### config.mk
export PLATFORM = sky130hd
export DESIGN_NAME = tsp_ram
export DESIGN_NICKNAME = d
export VERILOG_FILES = /design/src/sv/tsp_ram.sv
export SDC_FILE = /design/constraint.sdc
export NUM_CORES = 1
export LEC_CHECK = 0
export BUFFER_PORTS_ARGS = -buffer_cell sky130_fd_sc_hd__buf_2
export CORE_ASPECT_RATIO = 1.25
export CORE_MARGIN = 1.5
export CORE_UTILIZATION = 39
export CTS_CLUSTER_DIAMETER = 150
export DETAILED_ROUTE_END_ITERATION = 10
export SYNTH_ARGS = -nofsm -noshare
export SYNTH_HDL_FRONTEND = slang
export SYNTH_SLANG_ARGS = --single-unit
### constraint.sdc
create_clock -name clk -period 4.9 [get_ports clk]
set_input_delay 1.47 -clock clk [delete_from_list [all_inputs] [get_ports clk]]
set_output_delay 1.47 -clock clk [all_outputs]
set_load 0.02 [all_outputs]
### src/sv/tsp_ram.sv
// ----------------------------------------------------------------------------
// tsp_ram: generic simple dual-port RAM
// One write port, one read port, registered read data.
// ----------------------------------------------------------------------------
module tsp_ram #(
	parameter int WIDTH = 8,
	parameter int AW    = 4
) (
	input  logic             clk,
	input  logic             we,
	input  logic [AW-1:0]    waddr,
	input  logic [WIDTH-1:0] wdata,
	input  logic             re,
	input  logic [AW-1:0]    raddr,
	output logic [WIDTH-1:0] rdata
);

	logic [WIDTH-1:0] mem [1 << AW];

	always_ff @(posedge clk) begin
		if (we)
			mem[waddr] <= wdata;
		if (re)
			rdata <= mem[raddr];
	end

endmodule

==> results of run 1 <==
## cell type report
type / count / area (sq um) / area share, %
repair buffers: 30 / 160 / 2.65
clock buffers: 20 / 437 / 7.22
well taps: 171 / 214 / 3.54
multi-input cells: 83 / 1070 / 17.6
flip-flops and latches: 136 / 4080 / 67.5
clock inverters: 12 / 85.1 / 1.41
## report_power, final
group	switching, mW	total [mW]	internal, mW
clock network	0.437	1.12	0.683
registers	0.00605	1.32	1.31
logic	0.0742	0.121	0.0466
total	0.517	2.56	2.04
## state kept, by name (all words and copies together), names as in the netlist
register  flops
rdata         8
mem         128
## worst reg2reg max path: stages (launching register included)
cell and delay, ps:
edfxtp_1 370, mux4_1 530, a22oi_1 260, nand2_1 110
## worst min-delay path by stage
stage | startpoint | end | slack, ps | depth (start not counted)
after global routing | mem[14][2] | rdata[2] | 770 | 3
after CTS | mem[14][2] | rdata[2] | 750 | 3
after floorplan | mem[7][0] | rdata[0] | 700 | 3
final | mem[14][2] | rdata[2] | 740 | 3
after detailed placement | mem[15][2] | rdata[2] | 740 | 3
after global placement | mem[14][2] | rdata[2] | 730 | 3
## cell usage in the layout (no fill, tap or decap)
| master | synthesis | final |
|---|---|---|
| edfxtp_1 | 136 | 136 |
| buf_2 | 3 | 26 |
| mux4_2 | 18 | 18 |
| clkbuf_16 | 0 | 17 |
| a22oi_1 | 16 | 16 |
| mux4_1 | 14 | 14 |
| nor2_1 | 13 | 13 |
| nand2_1 | 9 | 9 |
| clkinv_2 | 0 | 5 |
| clkinv_1 | 0 | 4 |
| buf_4 | 1 | 4 |
| clkbuf_1 | 0 | 3 |
| nand3b_1 | 2 | 2 |
| nor3_2 | 0 | 2 |
| nand2b_1 | 2 | 2 |
| nor3_1 | 4 | 2 |
| clkinvlp_4 | 0 | 2 |
| nor2b_1 | 1 | 1 |
| and2_1 | 1 | 1 |
| and2b_1 | 1 | 1 |
| nand3_1 | 1 | 1 |
| or3b_2 | 1 | 1 |
| bufinv_16 | 0 | 1 |
## cells by family (layout without fill, tap and decap cells)
family                 count (synthesis)  after routing
buffers and inverters                 10             62
flip-flops                           136            136
AO/OA/AOI/OAI                         16             16
multiplexers                          32             32
AND/OR/NAND/NOR                       35             35
## per-stage QoR
| stage | power (mW) | instance area [sq um] |
|---|---|---|
| 6_report | 2.56 | 6050 |
| 2_1_floorplan | 1.41 | 5230 |
| 5_1_grt | 2.63 | 6050 |
| 3_3_place_gp | 1.46 | 5530 |
| 3_5_place_dp | 1.46 | 5530 |
| 4_1_cts | 2.58 | 6050 |
## routing by layer
metal	share of wire [%]	routed length, um	vias to the layer above
met3	5.9	594	13
met4	1.7	174	0
met5	0	0	-
li1	-	-	1060
met2	50	5030	88
met1	42	4230	1255
==> flow_summary_export.csv, run 1 <==
group,metric,value,unit
outcome,status,"finished clean",
sta,timing.hold.ws,738,ps
cells_and_area,syn2layout_area_growth,15.7,%
critical_path,worst-endpoint-required,5060,ps
pwr,power.density,423,mW/mm^2
critical_path,slowest_delay,670,ps
yosys,synth_adder_area_share,0,%
clock_tree,cts_root_buf,"clkbuf_16",
critical_path,crit_chain,"buf_2, buf_4, mux4_1, a22oi_1, nand2_1",
sta,fin_skew,6.71,ps
yosys,yosysWarnings,0,
global_routing,grtUsageTotal,15.7,%
routing,drc,0,
cells_and_area,drive_gt1_share,27.0,%
yosys,synth_ff_type,"edfxtp_1",
sta,setup_tns,0,ps
clock_tree,worstSkewPairLatency,410,ps
clock_tree,clock_sinks,136,
cells_and_area,fin_cells,452,
cells_and_area,num-fill-cells,1126,
placement,port-buffer-count,26,
critical_path,critPathTopFamily,"buffers and inverters",
critical_path,cp-start-kind,"input port",
yosys,synth_nets,248,
global_routing,grt_overflow,0,
global_routing,busiest_layer,"met2",
critical_path,path_depth,5,
clock_tree,postCtsSetupBuffers,0,
global_routing,met3_usage,5.22,%
critical_path,r2r_slack,3370,ps
critical_path,worstReg2RegEnd,"rdata[1]",
routing,first_iter_violations,154,
cells_and_area,finalNetCount,287,
global_routing,grt_pass1_wl,15300,um
sta,setup-violations-final,0,
critical_path,cp.arrival,3300,ps
placement,gp_congestion,0.760,
yosys,synth_edf_count,136,
clock_tree,htree_levels,4,
yosys,synth-seq-cells,136,
clock_tree,cts_tree,"yes",
yosys,synth.yosys.seq_area_share,78.1,%
yosys,synthCells,229,
floorplan,start_util,39.7,%
critical_path,worst-setup-path-type,"input port to flop",
placement,hpwl,6260,um
routing,viasPerCell,5.35,
critical_path,path_buf_inv,2,
cells_and_area,fin_util,45.9,%
critical_path,endpoint_kind,"flop",
global_routing,met1_usage,20.8,%
floorplan,rows,47,
clock_tree,cts_buffer_depth,2,
sta,maxSlewViolCount,0,
global_routing,antenna_found_initial,0,
cells_and_area,antenna_cells,0,
floorplan,fp.dieArea,0.0141,sq mm
yosys,synthXorXnorAreaFrac,0,%
pwr,leakagePower,1.99,nW
yosys,synth_top_family_by_area,"multiplexers",
critical_path,slowest_stage,"buf_2",
floorplan,ios,27,
worst_hold_path,hp-class,"flop to flop",
yosys,synth.avg_cell_area,22.8,sq um
routing,ant_nets,0,
yosys,synth_compound_area_share,2.30,%
global_routing,first_global_vias,2479,
sta,max_freq,318,MHz
placement,dpl.cell_count,420,
floorplan,fp.coreArea,0.0132,sq mm
routing,wl,10000,um
floorplan,die_x,107,um
global_routing,grt_max_degree,33,
yosys,synth_area_leaders,"edfxtp_1 78%, mux4_2 7.8%, mux4_1 7.0%",
clock_tree,cts_made_buffers,17,
sta,fin_ws,1760,ps
sta,hold_viol,0,
yosys,muxShareOfSynthArea,14.8,%
sta,worst_slew_pin_slew,1010,ps
yosys,yosys.area_share.simple,3.14,%
yosys,syn-cell-area,0.00523,sq mm
routing,drtPass1Iterations,4,
critical_path,crit_fanout,26,
critical_path,cp-startpoint,"raddr[0]",
critical_path,r2r.worst_path.cells,3,
floorplan,die_height,132,um
clock_tree,cts.clk_slew.worst_paths,60,ps
pwr,ir_worst_vdd,0.241,mV
yosys,synth.most_common_cell,"edfxtp_1",
critical_path,endpoint,"rdata[5]",
critical_path,r2r_start,"mem[1][1]",
placement,pre_cts_ws,1300,ps
yosys,synth_largest_area_cell,"edfxtp_1",
global_routing,grtUsageMet2,24.2,%
flow_run,drv_cap,0,
yosys,yosys-top-cells-count,"136 x edfxtp_1, 18 x mux4_2, 16 x a22oi_1, 14 x mux4_1, 13 x nor2_1",
routing,via_count,2416,
sta,finalCriticalPeriod,3140,ps
sta,slew_headroom,32.6,%
clock_tree,hold_buffers,0,
routing,wl_per_cell,22.2,um
yosys,yosysUniqueCellTypes,18,
clock_tree,cts_resized,0,
sta,rsz0062_at_grt,"no",
sta,fin_crit_sh,64.2,%
yosys,ys_async_sr_fraction,0,%
yosys,yosys.area.top_type_share,78.1,%
Power figures use the tool's default switching activity.
==> run 2, diff against run 1 <==
==> constraint.sdc (replaced) <==
create_clock -name clk -period 2.58 [get_ports clk]
set_input_delay 0.774 -clock clk [delete_from_list [all_inputs] [get_ports clk]]
set_output_delay 0.774 -clock clk [all_outputs]
set_load 0.02 [all_outputs]
==> flow_summary_export.csv, run 2 (same netlist as run 1, synthesis figures left out) <==
group,metric,value,unit
outcome,status,"finished clean",
clock_tree,worstSkewPairLatency,410,ps
critical_path,r2r.worst_path.cells,3,
critical_path,cp-start-kind,"input port",
floorplan,die_height,132,um
routing,ant_nets,0,
cells_and_area,antenna_cells,0,
critical_path,slowest_delay,580,ps
critical_path,crit_chain,"buf_2, buf_4, mux4_1, a22oi_1, nand2_1",
sta,rsz0062_at_grt,"no",
critical_path,crit_fanout,8,
cells_and_area,finalNetCount,309,
cells_and_area,num-fill-cells,1105,
clock_tree,cts_buffer_depth,2,
routing,wl_per_cell,21.4,um
clock_tree,cts_root_buf,"clkbuf_16",
critical_path,r2r_start,"mem[9][4]",
sta,slew_headroom,65.0,%
sta,worst_slew_pin_slew,525,ps
clock_tree,cts_made_buffers,17,
clock_tree,postCtsSetupBuffers,0,
placement,hpwl,6790,um
cells_and_area,final_cell_mix,"136 x edfxtp_1, 26 x buf_2, 24 x buf_4, 18 x mux4_2, 17 x clkbuf_16",
critical_path,worst-setup-path-type,"input port to flop",
sta,finalCriticalPeriod,2070,ps
routing,route.met2.wl,5130,um
flow_run,drv_cap,0,
sta,max_freq,484,MHz
routing,dr_wl_met3,402,um
clock_tree,clock_sinks,136,
global_routing,grt_max_degree,20,
cells_and_area,largest_reg_flops,128,
global_routing,grt_overflow,0,
sta,fin_ws,514,ps
critical_path,critPathTopFamily,"multiplexers",
placement,pre_cts_ws,33.5,ps
cells_and_area,reg.largest.list,"mem x128, rdata x8",
routing,drc,0,
critical_path,worst-endpoint-required,2720,ps
sta,fin_skew,6.40,ps
critical_path,path_buf_inv,2,
clock_tree,cts_tree,"yes",
critical_path,worstReg2RegEnd,"rdata[4]",
pwr,leakagePower,2.15,nW
critical_path,endpoint,"rdata[4]",
floorplan,die_x,107,um
critical_path,slowest_stage,"mux4_1",
routing,top_layer,"met4",
critical_path,cp-startpoint,"raddr[0]",
sta,hold_viol,0,
floorplan,fp.coreArea,0.0132,sq mm
pwr,power.density,823,mW/mm^2
clock_tree,cts.clk_slew.worst_paths,50,ps
sta,fin_crit_sh,80.1,%
sta,maxSlewViolCount,0,
critical_path,r2r_slack,1030,ps
global_routing,grtUsageTotal,15.8,%
floorplan,fp.dieArea,0.0141,sq mm
routing,viasPerCell,5.23,
critical_path,path_depth,5,
clock_tree,hold_buffers,0,
cells_and_area,drive_gt1_share,33.0,%
clock_tree,cts_resized,0,
sta,setup_tns,0,ps
floorplan,rows,47,
pwr,ir_worst_vdd,0.452,mV
routing,via_count,2479,
cells_and_area,top_register,"mem",
cells_and_area,final_common_cell,"edfxtp_1",
floorplan,start_util,39.7,%
routing,drtPass1Iterations,4,
cells_and_area,syn2layout_area_growth,20.8,%
routing,wl_met1,4410,um
sta,setup-violations-final,0,
cells_and_area,multi_input_area,0.00106,sq mm
placement,gp_congestion,0.789,
worst_hold_path,hp-class,"input port to flop",
placement,port-buffer-count,26,
critical_path,endpoint_kind,"flop",
global_routing,antenna_found_initial,0,
worst_hold_path,min_from,"re",
critical_path,cp.arrival,2210,ps
cells_and_area,seq_area,0.00408,sq mm
routing,first_iter_violations,183,
routing,wl,10100,um
floorplan,ios,27,
global_routing,first_global_vias,2653,
clock_tree,htree_levels,4,
global_routing,grt_pass1_wl,15600,um
## run 2: changes by cell type in the layout (fill, tap and decap cells not counted)
| cell | change |
|---|---|
| buf_4 | +20 |
| bufinv_16 | +3 |
| clkbuf_1 | -3 |
| buf_12 | +2 |
| clkinv_4 | +2 |
| nor3_1 | +2 |
| nor3_2 | -2 |
| clkinv_1 | -1 |
| clkinv_2 | -1 |
## run 2: per-layer routing
layer  global-route usage (%)  vias up
li1                         -     1107
met1                     20.4     1289
met2                     25.0       70
met3                     5.27       13
met4                     6.00        0
met5                        0        -
## run 2: final cells by class
type,instances,area share (%)
clock inverter,15,2.91
multi-input combinational,83,16.7
tap,171,3.39
timing repair buffer,52,5.55
sequential,136,64.7
clock buffer,17,6.74
## run 2: worst min path at each step
stage | endpoint | slack [ps] | cells past startpoint
final | rdata[5] | 740 | 1
after global routing | rdata[1] | 730 | 1
after floorplan | rdata[0] | 700 | 3
after global placement | rdata[5] | 730 | 3
after CTS | rdata[1] | 730 | 1
after detailed placement | rdata[0] | 750 | 3
## run 2: where the power goes
group          switching, mW  internal, mW
clock network          0.853          1.60
logic                  0.141         0.102
registers             0.0124          2.49
## run 2: per-stage QoR
stage               cell area, sq um  instances  util (%)  power (mW)  hold slack, ps
finish                          6310        474      47.9        5.20             737
global route                    6310        474      47.9        5.35             729
CTS                             6310        474      47.9        5.24             727
detailed placement              5710        442      43.3        2.80             747
global placement                5710        442      43.3        2.79             734
floorplan                       5230        229         -        2.68             705
